## config.mk

```make
export PLATFORM = sky130hd
export DESIGN_NAME = gaussian_blur_tap_generator_unit
export DESIGN_NICKNAME = d
export VERILOG_FILES = /design/src/rtl/gbt_pkg.sv /design/src/rtl/gaussian_blur_tap_generator_unit.sv
export VERILOG_INCLUDE_DIRS = /design/src /design/src/rtl
export SDC_FILE = /design/constraint.sdc
export NUM_CORES = 2
export LEC_CHECK = 0
export ABC_AREA = 1
export BUFFER_PORTS_ARGS = -buffer_cell sky130_fd_sc_hd__buf_2
export CAP_MARGIN = 20
export CORE_MARGIN = 4
export CORE_UTILIZATION = 60
export DETAILED_ROUTE_END_ITERATION = 10
export PLACE_DENSITY = 0.73
export SYNTH_ARGS = -nofsm -noshare
export SYNTH_HDL_FRONTEND = slang
export SYNTH_SLANG_ARGS = --single-unit
```

## constraint.sdc

```tcl
create_clock -name clk -period 9 [get_ports clk]
set_input_delay 0.45 -clock clk [delete_from_list [all_inputs] [get_ports clk]]
set_output_delay 0.45 -clock clk [all_outputs]
set_load 0.03 [all_outputs]
```

## src/rtl/assert_macros.svh

```systemverilog
// assertion helpers shared by the rtl
`ifndef ASSERT_MACROS_SVH
`define ASSERT_MACROS_SVH

`ifndef NO_ASSERTIONS

// property must hold at every edge out of reset
`define ASSERT_ALWAYS(lbl, clk, rst, prop, msg) \
  lbl: assert property (@(posedge clk) disable iff (rst) (prop)) else $error(msg);

// when pre holds, post holds in the same cycle
`define ASSERT_IMPLY(lbl, clk, rst, pre, post, msg) \
  lbl: assert property (@(posedge clk) disable iff (rst) (pre) |-> (post)) else $error(msg);

`else

`define ASSERT_ALWAYS(lbl, clk, rst, prop, msg)
`define ASSERT_IMPLY(lbl, clk, rst, pre, post, msg)

`endif

`endif

```

## src/rtl/gbt_pkg.sv

```systemverilog
package gbt_pkg;

  // tap geometry
  localparam int HALF_TAPS = 8;
  localparam int TAP_CNT   = 2 * HALF_TAPS - 1;
  localparam int TAP_W     = $clog2(HALF_TAPS);
  localparam int IDX_W     = ($clog2(TAP_CNT) > 4) ? $clog2(TAP_CNT) : 4;
  localparam int N_W       = $clog2(2 * HALF_TAPS);

  // field widths
  localparam int DIM_W = 13;
  localparam int DEV_W = 16;
  localparam int OFS_W = 21;
  localparam int MAG_W = 20;
  localparam int WT_W  = 17;
  localparam int RAW_W = 24;
  localparam int TOT_W = 28;

  // shared divider
  localparam int NUM_W = 40;
  localparam int DEN_W = 32;
  localparam int QUO_W = 22;
  localparam int CNT_W = 5;
  localparam int Q_OFS = 21;
  localparam int Q_EXP = 22;
  localparam int Q_WT  = 17;

  // shared multiplier
  localparam int MUL_A_W = 25;
  localparam int MUL_B_W = 24;
  localparam int PROD_W  = MUL_A_W + MUL_B_W;
  localparam int M_W     = 25;
  localparam int K_W     = 7;

  localparam logic [RAW_W-1:0]   CENTRE_RAW  = 24'h800000;
  localparam logic [WT_W-1:0]    WEIGHT_ONE  = 17'h10000;
  localparam logic [MAG_W-1:0]   OFS_MAX     = 20'hFFFFF;
  localparam logic [QUO_W-1:0]   X_LIMIT     = 22'h200000;
  localparam logic [MUL_B_W-1:0] LOG2E_Q16   = 24'd94548;
  localparam logic [M_W-1:0]     M_ONE       = 25'h1000000;
  localparam logic [PROD_W-1:0]  ROUND_Q24   = 49'h800000;
  localparam logic [K_W:0]       SHIFT_LIMIT = 8'd32;

  // 2^-(2^-(j+1)) in Q24, j = 0 is the weight of the top fraction bit
  function automatic logic [MUL_B_W-1:0] exp2_neg_q24(input logic [3:0] j);
    logic [MUL_B_W-1:0] c;
    case (j)
      4'd0:    c = 24'd11863283;
      4'd1:    c = 24'd14107901;
      4'd2:    c = 24'd15384775;
      4'd3:    c = 24'd16065917;
      4'd4:    c = 24'd16417715;
      4'd5:    c = 24'd16596491;
      4'd6:    c = 24'd16686609;
      4'd7:    c = 24'd16731851;
      4'd8:    c = 24'd16754518;
      4'd9:    c = 24'd16765863;
      4'd10:   c = 24'd16771539;
      4'd11:   c = 24'd16774377;
      4'd12:   c = 24'd16775797;
      4'd13:   c = 24'd16776506;
      4'd14:   c = 24'd16776861;
      default: c = 24'd16777039;
    endcase
    return c;
  endfunction

endpackage

```

## src/rtl/gaussian_blur_tap_generator_unit.sv

```systemverilog
// channel | dir | handshake               | payload
// setup   | in  | setup_valid/setup_stall | image_width, image_height, direction, deviation
// tap     | out | tap_valid/tap_stall     | tap_index, offset_x, offset_y, weight, last
//
// one setup beat yields 15 tap beats; a new setup is taken only once the last tap beat of
// the previous one is loaded and the sequencer is back in idle; the wait is shorter
// when far taps underflow to zero, longer for every cycle the tap side stalls
// the wait is set by the single shared divider (one quotient bit per cycle)
// plus 16 steps of the shared multiplier for each exponential
// rst is synchronous, active high; it clears the sequencer, tap_valid and the total
`include "assert_macros.svh"

module gaussian_blur_tap_generator_unit import gbt_pkg::*; (
  input  logic                    clk,
  input  logic                    rst,
  input  logic                    setup_valid,
  output logic                    setup_stall,
  input  logic [DIM_W-1:0]        image_width,
  input  logic [DIM_W-1:0]        image_height,
  input  logic                    direction,
  input  logic [DEV_W-1:0]        deviation,
  output logic                    tap_valid,
  input  logic                    tap_stall,
  output logic [3:0]              tap_index,
  output logic signed [OFS_W-1:0] offset_x,
  output logic signed [OFS_W-1:0] offset_y,
  output logic [WT_W-1:0]         weight,
  output logic                    last
);

  // sequencer states
  localparam logic [3:0] S_IDLE   = 4'd0;
  localparam logic [3:0] S_SQR    = 4'd1;
  localparam logic [3:0] S_OFS_LD = 4'd2;
  localparam logic [3:0] S_DIV    = 4'd3;
  localparam logic [3:0] S_OFS_WR = 4'd4;
  localparam logic [3:0] S_EXP_LD = 4'd5;
  localparam logic [3:0] S_EXP_Y  = 4'd6;
  localparam logic [3:0] S_POW    = 4'd7;
  localparam logic [3:0] S_RAW_WR = 4'd8;
  localparam logic [3:0] S_WT_LD  = 4'd9;
  localparam logic [3:0] S_WT_WR  = 4'd10;
  localparam logic [3:0] S_OUT    = 4'd11;

  // what the divider is working on, picks the state after the last step
  localparam logic [1:0] K_OFS = 2'd0;
  localparam logic [1:0] K_EXP = 2'd1;
  localparam logic [1:0] K_WT  = 2'd2;

  logic [3:0]       state;
  logic [1:0]       kind;
  logic [TAP_W-1:0] tap;
  logic [IDX_W-1:0] out_idx;
  logic [CNT_W-1:0] cnt;

  // latched setup beat
  logic [DIM_W-1:0] img_w;
  logic [DIM_W-1:0] img_h;
  logic             vert;
  logic [DEV_W-1:0] dev;

  // divider registers
  logic [DEN_W-1:0] d2;
  logic [DEN_W-1:0] rem;
  logic [NUM_W-1:0] num;
  logic [DEN_W-1:0] den;
  logic [QUO_W-1:0] quo;

  // exponential registers
  logic [K_W-1:0]   k;
  logic [15:0]      f;
  logic [3:0]       j;
  logic [M_W-1:0]   m;
  logic             raw_zero;
  logic [TOT_W-1:0] total;

  // per-tap results, centre and positive side
  logic [RAW_W-1:0] raw_store [HALF_TAPS];
  logic [MAG_W-1:0] mags      [HALF_TAPS];
  logic [WT_W-1:0]  wts       [HALF_TAPS];

  logic [DIM_W-1:0]   size_sel;
  logic [DIM_W-1:0]   size_nz;
  logic [N_W-1:0]     n;
  logic [2*N_W-1:0]   n_sq;
  logic [NUM_W-1:0]   ofs_num;
  logic [DEN_W-1:0]   exp_rem0;
  logic [TOT_W-1:0]   t_nz;
  logic [NUM_W-1:0]   wt_num;
  logic [DEN_W:0]     trial;
  logic [DEN_W:0]     diff;
  logic               fits;
  logic [MUL_A_W-1:0] mul_a;
  logic [MUL_B_W-1:0] mul_b;
  logic [PROD_W-1:0]  prod;
  logic [PROD_W-1:0]  pow_sum;
  logic [M_W-1:0]     pow_m;
  logic [K_W:0]       sh;
  logic [RAW_W-1:0]   raw_val;
  logic [Q_OFS-1:0]   ofs_q;
  logic [MAG_W-1:0]   mag_val;
  logic [WT_W-1:0]    wt_val;
  logic [TAP_W-1:0]   src;
  logic               neg_side;
  logic [OFS_W-1:0]   mag_ext;
  logic [OFS_W-1:0]   beat_ofs;
  logic               beat_last;
  logic               load_beat;

  // only idle takes a new setup beat
  assign setup_stall = (state != S_IDLE);

  // pass axis size, zero treated as one pixel
  assign size_sel = vert ? img_h : img_w;
  assign size_nz  = (size_sel == '0) ? DIM_W'(1) : size_sel;

  // odd pixel distance of the current side tap
  assign n    = N_W'({tap, 1'b0}) - N_W'(1);
  assign n_sq = (2*N_W)'(n) * (2*N_W)'(n);

  // offset numerator n*2^16 + size/2, rounded division
  assign ofs_num = NUM_W'({n, 16'b0}) + NUM_W'(size_nz >> 1);

  // exponent numerator is n^2 * 2^31; its low quotient bits come from zeros,
  // so only the part above the quotient enters the remainder
  assign exp_rem0 = DEN_W'({n_sq, 9'b0});

  // weight numerator raw*2^16 + total/2
  assign t_nz   = (total == '0) ? TOT_W'(1) : total;
  assign wt_num = NUM_W'({raw_store[tap], 16'b0}) + NUM_W'(t_nz >> 1);

  // restoring divider step: one quotient bit per cycle
  assign trial = {rem, num[NUM_W-1]};
  assign fits  = (trial >= {1'b0, den});
  assign diff  = trial - {1'b0, den};

  // shared multiplier: sigma squared, x*log2(e), then the 2^-f product chain
  always_comb begin
    case (state)
      S_SQR: begin
        mul_a = MUL_A_W'(dev);
        mul_b = MUL_B_W'(dev);
      end
      S_EXP_Y: begin
        mul_a = MUL_A_W'(quo);
        mul_b = LOG2E_Q16;
      end
      default: begin
        mul_a = m;
        mul_b = exp2_neg_q24(j);
      end
    endcase
  end

  assign prod    = PROD_W'(mul_a) * PROD_W'(mul_b);
  assign pow_sum = prod + ROUND_Q24;
  assign pow_m   = pow_sum[PROD_W-1:24];

  // raw weight m >> (k+1), zero once the shift reaches the word size
  assign sh      = {1'b0, k} + (K_W+1)'(1);
  assign raw_val = (raw_zero || sh >= SHIFT_LIMIT) ? '0 : RAW_W'(m >> sh[4:0]);

  // offset magnitude saturates
  assign ofs_q   = quo[Q_OFS-1:0];
  assign mag_val = (ofs_q > {1'b0, OFS_MAX}) ? OFS_MAX : ofs_q[MAG_W-1:0];

  // normalized weight clamps at one
  assign wt_val = (quo[Q_WT-1:0] > WEIGHT_ONE) ? WEIGHT_ONE : quo[Q_WT-1:0];

  // beat order: centre, positive side, then mirrored negative side
  assign neg_side  = (out_idx >= IDX_W'(HALF_TAPS));
  assign src       = neg_side ? TAP_W'(out_idx - IDX_W'(HALF_TAPS - 1)) : TAP_W'(out_idx);
  assign mag_ext   = OFS_W'(mags[src]);
  assign beat_ofs  = neg_side ? (OFS_W'(0) - mag_ext) : mag_ext;
  assign beat_last = (out_idx == IDX_W'(TAP_CNT - 1));

  // load a beat whenever the output register is free or being taken
  assign load_beat = (state == S_OUT) && (!tap_valid || !tap_stall);

  always_ff @(posedge clk) begin
    if (rst) begin
      state     <= S_IDLE;
      kind      <= K_OFS;
      tap       <= '0;
      out_idx   <= '0;
      cnt       <= '0;
      tap_valid <= 1'b0;
      total     <= '0;
    end else begin
      // output register drains independently of the sequencer
      if (load_beat) begin
        tap_valid <= 1'b1;
      end else if (tap_valid && !tap_stall) begin
        tap_valid <= 1'b0;
      end

      case (state)
        S_IDLE: begin
          if (setup_valid) begin
            img_w <= image_width;
            img_h <= image_height;
            vert  <= direction;
            dev   <= deviation;
            state <= S_SQR;
          end
        end

        // sigma^2 once per setup; centre tap is fixed at 1.0
        S_SQR: begin
          d2           <= prod[DEN_W-1:0];
          raw_store[0] <= CENTRE_RAW;
          mags[0]      <= '0;
          total        <= TOT_W'(CENTRE_RAW);
          tap          <= TAP_W'(1);
          state        <= S_OFS_LD;
        end

        S_OFS_LD: begin
          rem   <= DEN_W'(ofs_num >> Q_OFS);
          num   <= ofs_num << (NUM_W - Q_OFS);
          den   <= DEN_W'(size_nz);
          cnt   <= CNT_W'(Q_OFS);
          quo   <= '0;
          kind  <= K_OFS;
          state <= S_DIV;
        end

        S_DIV: begin
          rem <= fits ? diff[DEN_W-1:0] : trial[DEN_W-1:0];
          quo <= {quo[QUO_W-2:0], fits};
          num <= num << 1;
          cnt <= cnt - CNT_W'(1);
          if (cnt == CNT_W'(1)) begin
            case (kind)
              K_OFS:   state <= S_OFS_WR;
              K_EXP:   state <= S_EXP_Y;
              default: state <= S_WT_WR;
            endcase
          end
        end

        S_OFS_WR: begin
          mags[tap] <= mag_val;
          state     <= S_EXP_LD;
        end

        // zero deviation or an exponent of 2^22 and up gives a zero weight
        S_EXP_LD: begin
          if (dev == '0 || exp_rem0 >= d2) begin
            raw_zero <= 1'b1;
            state    <= S_RAW_WR;
          end else begin
            rem      <= exp_rem0;
            num      <= '0;
            den      <= d2;
            cnt      <= CNT_W'(Q_EXP);
            quo      <= '0;
            kind     <= K_EXP;
            raw_zero <= 1'b0;
            state    <= S_DIV;
          end
        end

        // exponent above 32.0 underflows, else split x*log2(e) into k and f
        S_EXP_Y: begin
          if (quo > X_LIMIT) begin
            raw_zero <= 1'b1;
            state    <= S_RAW_WR;
          end else begin
            k     <= prod[32 +: K_W];
            f     <= prod[31:16];
            m     <= M_ONE;
            j     <= '0;
            state <= S_POW;
          end
        end

        // one fraction bit per cycle, msb first
        S_POW: begin
          if (f[15]) begin
            m <= pow_m;
          end
          f <= f << 1;
          j <= j + 4'd1;
          if (j == 4'd15) begin
            state <= S_RAW_WR;
          end
        end

        // side weights count twice toward the total
        S_RAW_WR: begin
          raw_store[tap] <= raw_val;
          total          <= total + TOT_W'({raw_val, 1'b0});
          if (tap == TAP_W'(HALF_TAPS - 1)) begin
            tap   <= '0;
            state <= S_WT_LD;
          end else begin
            tap   <= tap + TAP_W'(1);
            state <= S_OFS_LD;
          end
        end

        S_WT_LD: begin
          rem   <= DEN_W'(wt_num >> Q_WT);
          num   <= wt_num << (NUM_W - Q_WT);
          den   <= DEN_W'(t_nz);
          cnt   <= CNT_W'(Q_WT);
          quo   <= '0;
          kind  <= K_WT;
          state <= S_DIV;
        end

        S_WT_WR: begin
          wts[tap] <= wt_val;
          if (tap == TAP_W'(HALF_TAPS - 1)) begin
            out_idx <= '0;
            state   <= S_OUT;
          end else begin
            tap   <= tap + TAP_W'(1);
            state <= S_WT_LD;
          end
        end

        // beat payload follows the valid set above
        S_OUT: begin
          if (load_beat) begin
            tap_index <= out_idx[3:0];
            offset_x  <= vert ? '0 : beat_ofs;
            offset_y  <= vert ? beat_ofs : '0;
            weight    <= wts[src];
            last      <= beat_last;
            if (beat_last) begin
              state <= S_IDLE;
            end else begin
              out_idx <= out_idx + IDX_W'(1);
            end
          end
        end

        default: state <= S_IDLE;
      endcase
    end
  end

  `ASSERT_IMPLY(a_div_count, clk, rst, state == S_DIV, cnt != '0, "divider ran past its last step")
  `ASSERT_IMPLY(a_total_centre, clk, rst, state == S_WT_LD, total >= TOT_W'(CENTRE_RAW), "weight total below centre weight")
  `ASSERT_IMPLY(a_weight_max, clk, rst, tap_valid, weight <= WEIGHT_ONE, "tap weight above one")
  `ASSERT_IMPLY(a_one_axis, clk, rst, tap_valid, offset_x == '0 || offset_y == '0, "offset on both axes")

endmodule
```

* Word-level counts from Yosys, hierarchy flattened
Memories as Yosys holds them, arrays and structs flattened. A register that Yosys moved wholly into a read port is not among the register bits.
Index checks and enable logic that the tools add are counted.
** Word-level totals
- Output and inout port bits :: 66
- Register bits :: 348
- Word-level logic and storage cells :: 197
- Bits in writable memories :: 488
- Memories kept :: 4
- Input port bits :: 47
- ROM bits :: 368
** Cells by class
- Bitwise gates (word level) :: 2
- Reduce and logical (&&, ||, !) cells :: 40
- Multiplexer cells :: 75
- Order comparisons :: 7
- Eq/ne operators :: 28
- Multipliers :: 2
- Shift-type cells :: 1
- Add/subtract/negate cells :: 13
** Memory list
- (name not given) :: words 16, width 23, read ports 1, clocked after Yosys merged registers in 1, write ports 0, line gbt_pkg.sv:47 : case (j)
- raw_store :: words 8, width 24, read ports 1, clocked after Yosys merged registers in 1, write ports 1, line gaussian_blur_tap_generator_unit.sv:78 : logic [RAW_W-1:0] raw_store [HALF_TAPS];
- mags :: words 8, width 20, read ports 1, clocked after Yosys merged registers in 0, write ports 1, line gaussian_blur_tap_generator_unit.sv:79 : logic [MAG_W-1:0] mags [HALF_TAPS];
- wts :: words 8, width 17, read ports 1, clocked after Yosys merged registers in 1, write ports 1, line gaussian_blur_tap_generator_unit.sv:80 : logic [WT_W-1:0] wts [HALF_TAPS];
** Operators with widths (count)
- one-hot mux 40 bit (4 select lines) :: 1
- one-hot mux 32 bit (4 select lines) :: 1
- one-hot mux 25 bit (2 select lines) :: 2
- 2-to-1 mux 32 bit :: 3
- one-hot mux 32 bit (3 select lines) :: 1
- one-hot mux 22 bit (3 select lines) :: 1
- one-hot mux 28 bit (2 select lines) :: 1
- 2-to-1 mux 4 bit :: 13
- 2-to-1 mux 25 bit :: 2
- adder 49 x 24 -> 49 bit, second input constant :: 1
- multiplier 25 x 24 -> 49 bit :: 1
- 2-to-1 mux 24 bit :: 2
- one-hot mux 24 bit (2 select lines) :: 1
- one-hot mux 4 bit (11 select lines) :: 1
- adder 40 x 27 -> 40 bit :: 1
- 2-to-1 mux 20 bit :: 2
- 2-to-1 mux 40 bit :: 1
- >= comparator 33 x 32 -> 1 bit :: 1
- >= comparator 17 x 32 -> 1 bit :: 1
- one-hot mux 16 bit (2 select lines) :: 1
- subtractor 32 bit :: 1
- adder 28 x 25 -> 28 bit :: 1
- zero test 28 bit :: 1
- 2-to-1 mux 28 bit :: 1
- 55 further kinds :: 126

* Depth between registers and ports, before layout
- Depth after elaboration :: 6
- Gate-level depth with buffers :: 48
- Mapped depth without buffers :: 46

* Least setup slack after synthesis
OpenSTA, ideal clock, no wires.
- Kind :: flip-flop to flip-flop
- From :: reg state[0]
- To :: reg m[23] (data pin)
- Data arrival time :: 7.668 ns
- Path buffers :: 3
- Data required time :: 8.745 ns
- Stages on the path, launching flop included :: 46
- Clock period less this slack :: 7.923 ns
- Setup time :: 0.255 ns
- Slack :: 1.077 ns
- Cell sequence :: dfxtp_1 -> inv_1 -> nor2_1 -> inv_1 -> nor2_2 -> inv_1 -> clkbuf_1 -> buf_2 -> nor2_1 -> a21oi_1 -> inv_1 -> clkbuf_1 -> nand2_1 -> fa_1 -> inv_1 -> fa_1 -> inv_1 -> fa_1 -> (+10 left out) -> nand2_1 -> nor2_1 -> nand2_1 -> nor2_1 -> nand2_1 -> nand3_1 -> nand2_1 -> nand2_1 -> ha_1 -> nand2_1 -> nor2_2 -> nand2_1 -> nor2_1 -> nand2_2 -> nor2_1 -> nand3_1 -> nand2_1 -> nor2_1
** On the way
- Cells in the longest elaborated chain, start to end :: 6
- Elaborated cells between the ends (all ways) :: 9
- Classes of those cells :: 1 x add/sub; 1 x mul; 3 x eq/ne; 4 x mux
** RTL lines
- from (decl) :: line gaussian_blur_tap_generator_unit.sv:50 : logic [3:0] state;
- from (signal assigned) :: line gaussian_blur_tap_generator_unit.sv:182 : state <= S_IDLE;
- from (signal assigned) :: line gaussian_blur_tap_generator_unit.sv:204 : state <= S_SQR;
- from (signal assigned) :: line gaussian_blur_tap_generator_unit.sv:215 : state <= S_OFS_LD;
- equality test 4 x 3 -> 1 bit or equality test 4 x 1 -> 1 bit (tied branches) :: line gaussian_blur_tap_generator_unit.sv:139 : case (state)
- one-hot mux 25 bit (2 select lines) or one-hot mux 24 bit (2 select lines) (tied branches) :: line gaussian_blur_tap_generator_unit.sv:139
- multiplier 25 x 24 -> 49 bit (*) :: line gaussian_blur_tap_generator_unit.sv:155 : assign prod = PROD_W'(mul_a) * PROD_W'(mul_b);
- named net prod[24] :: line gaussian_blur_tap_generator_unit.sv:95 : logic [PROD_W-1:0] prod;
- adder 49 x 24 -> 49 bit (*) :: line gaussian_blur_tap_generator_unit.sv:156 : assign pow_sum = prod + ROUND_Q24;
- 2-to-1 mux 25 bit (*) :: line gaussian_blur_tap_generator_unit.sv:280 : if (f[15]) begin
- one-hot mux 25 bit (2 select lines) (*) :: line gaussian_blur_tap_generator_unit.sv:197 : case (state)
- to (signal assigned) :: line gaussian_blur_tap_generator_unit.sv:281 : m <= pow_m;
- to (decl) :: line gaussian_blur_tap_generator_unit.sv:73 : logic [M_W-1:0] m;
Mark *: on every way through the listed nets, which the timed path passes. The rest lies on a longest branch. The select of a mux whose other input is x is not followed.
A chain may end at the register's enable or synchronous reset.

* Worst setup path in the final report
- From :: reg state[1]
- To :: reg m[21] (data pin)
** On the way
- Cells in the longest elaborated chain, start to end :: 6
- Elaborated cells between the ends (all ways) :: 9
- Classes of those cells :: 1 x add/sub; 1 x mul; 3 x eq/ne; 4 x mux
** RTL lines (line)
- equality test 4 x 3 -> 1 bit or equality test 4 x 1 -> 1 bit (tied branches) :: gaussian_blur_tap_generator_unit.sv:139, gaussian_blur_tap_generator_unit.sv:197
- one-hot mux 25 bit (2 select lines) or one-hot mux 24 bit (2 select lines) (tied branches) :: gaussian_blur_tap_generator_unit.sv:139
- multiplier 25 x 24 -> 49 bit :: gaussian_blur_tap_generator_unit.sv:155
- adder 49 x 24 -> 49 bit :: gaussian_blur_tap_generator_unit.sv:156
- 2-to-1 mux 25 bit :: gaussian_blur_tap_generator_unit.sv:280
- one-hot mux 25 bit (2 select lines) (*) :: gaussian_blur_tap_generator_unit.sv:197
Mark *: on every way between the ends. The rest lies on a longest branch, timed or not. The select of a mux whose other input is x is not followed.

==> impl_metrics.json <==
{
  "yosys_register_bits": 859,
  "critPathLaunchType": "flop",
  "start_util": 0.604,
  "cts_tree": "yes",
  "first_pass_iters": 6,
  "root_buffer": "clkbuf_16",
  "clock_skew_ps": 49.5,
  "cp_common_cell": "nand2_1",
  "status": "finished clean",
  "placeableCoreArea_sq_um": 102000,
  "synth-seq-area-share": 0.408,
  "mappedNetlistNets": 7699,
  "setup_viol": 0,
  "synth_top_cells_by_count": "1444 x nand2_1, 1147 x inv_1, 892 x nor2_1, 787 x edfxtp_1, 507 x fa_1",
  "die_h_um": 328,
  "drtAntennaViolNets": 0,
  "layout_setup_ws_ps": 292,
  "crit_path_top_delay_cell": "fa_1",
  "port_buffers": 112,
  "max_freq_mhz": 115,
  "dp_hpwl_um": 148000,
  "globalRoute.totalOverflow": 0,
  "synth.cell_area_sq_um": 61500,
  "period_minus_slack_ps": 8710,
  "share_of_the_synthesized_area_in_the_top_cell_type": 0.384,
  "synthesis.instances": 6873,
  "post_drt_via_cell_ratio": 5.81,
  "timing.max_cap.violations": 0,
  "drc": 0,
  "syn2layout_area_growth_pct": 11.2,
  "die_x_um": 328,
  "num_io_pins": 113,
  "fp.dieArea_sq_um": 108000,
  "drt_total_wl_um": 194000,
  "via_count": 49600,
  "cts_htree_levels": 3,
  "clock_path_buffers": 3,
  "placement.setup.worst_slack_ps": -844,
  "grt_pass1_vias": 48900,
  "worstPathMaxFanout": 27,
  "synthMostInstantiatedCell": "nand2_1",
  "largest_cells_by_area_after_synthesis": "edfxtp_1 38%, fa_1 17%, nand2_1 8.8%, inv_1 7.0%, ha_1 5.5%",
  "synthDominantAreaCellType": "edfxtp_1",
  "cts.sinks": 859,
  "arrival_ps": 9110,
  "synth-main-ff-cell": "edfxtp_1",
  "synth.lib_cells_used.distinct": 61,
  "tightest_slew_ps": 1120,
  "cts_buffers": 88,
  "postSynth.asyncResetShare": 0,
  "worst_path_largest_cell_delay_ps": 640,
  "clkTransAtPathRegs_ps": 70,
  "wire_length_of_the_first_global_routing_pass_um": 294000,
  "drt_iter0_drc": 5614,
  "antenna_found_initial": 3,
  "drive_above_1_share": 0.0936,
  "worstPathRequired_ps": 9400,
  "synth_edf_count": 787,
  "drt-wirelength-per-cell_um": 22.7,
  "timing_worst_setup_path_type": "reg2reg",
  "groute.usage.overall": 0.363,
  "grt_start_max_net_pins": 97,
  "synthesis.yosys.warnings": 0,
  "maxSlewViolCount": 0,
  "gp_congestion": 1.04,
  "insertion_delay_ps": 690,
  "timing.max_slew.rel_slack": 0.248,
  "finish.net_count": 7911,
  "finalHoldViolCount": 0,
  "crit_path_end_kind": "flop",
  "post_synth.cell_area_avg_sq_um": 8.94,
  "final_min_period_over_clock_period": 0.968,
  "placementRows": 117,
  "hold_path.class": "in2reg"
}
cells in the final DEF, fill, tap and decap left out, types with 44 or more instances in the layout:
master	n
a21oi_1	278
buf_2	114
buf_4	201
clkbuf_16	90
dfxtp_1	69
edfxtp_1	787
fa_1	498
ha_1	266
inv_1	1129
nand2_1	1439
nand3_1	183
nand4_1	49
nor2_1	828
nor2_2	55
o211ai_1	44
o21ai_0	399
o21bai_1	49
o22ai_1	66
flip-flops by register name (all words and copies together), names as in the netlist, 16 cells and up, named ones only:
name       flops
m             25
rem           32
weight        17
den           32
offset_y      21
f             16
raw_store    192
total         27
offset_x      21
dev           16
d2            32
num           21
quo           22
mags         160
wts          136
final timing paths:
| check | endpoint | depth (start not counted) | from | slack [ps] |
|---|---|---|---|---|
| setup / recovery | m[21] | 44 | state[1] | 290 |
| hold / removal | tap_valid | 3 | tap_stall | 150 |
| setup reg to reg | m[21] | 44 | state[1] | 290 |
| hold reg to reg | kind[0] | 2 | kind[0] | 480 |
critical path, delay by kind of cell, from the launching register on:
kind                       cells  cell delay [ps]
and+or+nand+nor               23             2860
AOI/OAI and AO/OA              1              190
DFF                            1              370
adders and majority gates      8             3900
buffers and inverters         12             1060
cell families (layout without fill, tap and decap cells):
logic type	count (synthesis)	in the layout	synth area share
AND/OR/NAND/NOR	2709	2709	0.176
AO/OA/AOI/OAI	1007	1007	0.0937
flip-flops	859	859	0.408
buffers and inverters	1438	1721	0.0898
adder cells (fa/ha/maj)	779	779	0.220
XOR/XNOR	76	76	0.0108
other	0	3	0
multiplexers	5	5	0.000814
routing by layer:
metal / part of all wire / vias up / global-route usage
met3: 0.090 / 500 / 0.0579
met5: 0.00014 / - / 0
li1: - / 22500 / -
met1: 0.39 / 24000 / 0.487
met2: 0.46 / 2518 / 0.575
met4: 0.063 / 4 / 0.194
what timing repair did:
item	4_1_cts	5_1_grt
endpoints found under the setup margin	19	22
resized for setup	11	116
hold endpoints to repair	43	0
setup buffers	3	8
hold buffers	43	0
pin swaps	2	11
metrics by stage:
stage,area (sq um),cells,TNS (ps),hold WS [ps],utilization
global route,68300,8524,-492,172,0.672
global placement,64600,8297,-9610,450,0.635
finish,68300,8527,0,148,0.672
detailed placement,64600,8300,-9170,455,0.635
CTS,67900,8507,0,105,0.667
floorplan,61500,6873,0,436,-
cell type report:
class / count / area (sq um)
Fill cell: 8128 / 33400
Multi-Input combinational cell: 4576 / 31400
Sequential cell: 859 / 25100
Inverter: 1170 / 4420
Timing Repair Buffer: 390 / 2990
Clock buffer: 114 / 2370
Tap cell: 1368 / 1710
Clock inverter: 47 / 397
Antenna cell: 3 / 7.51
Power is left out: the tool's default activity adds up to more than one toggle a clock period on the data nets, which glitch-free logic cannot reach.
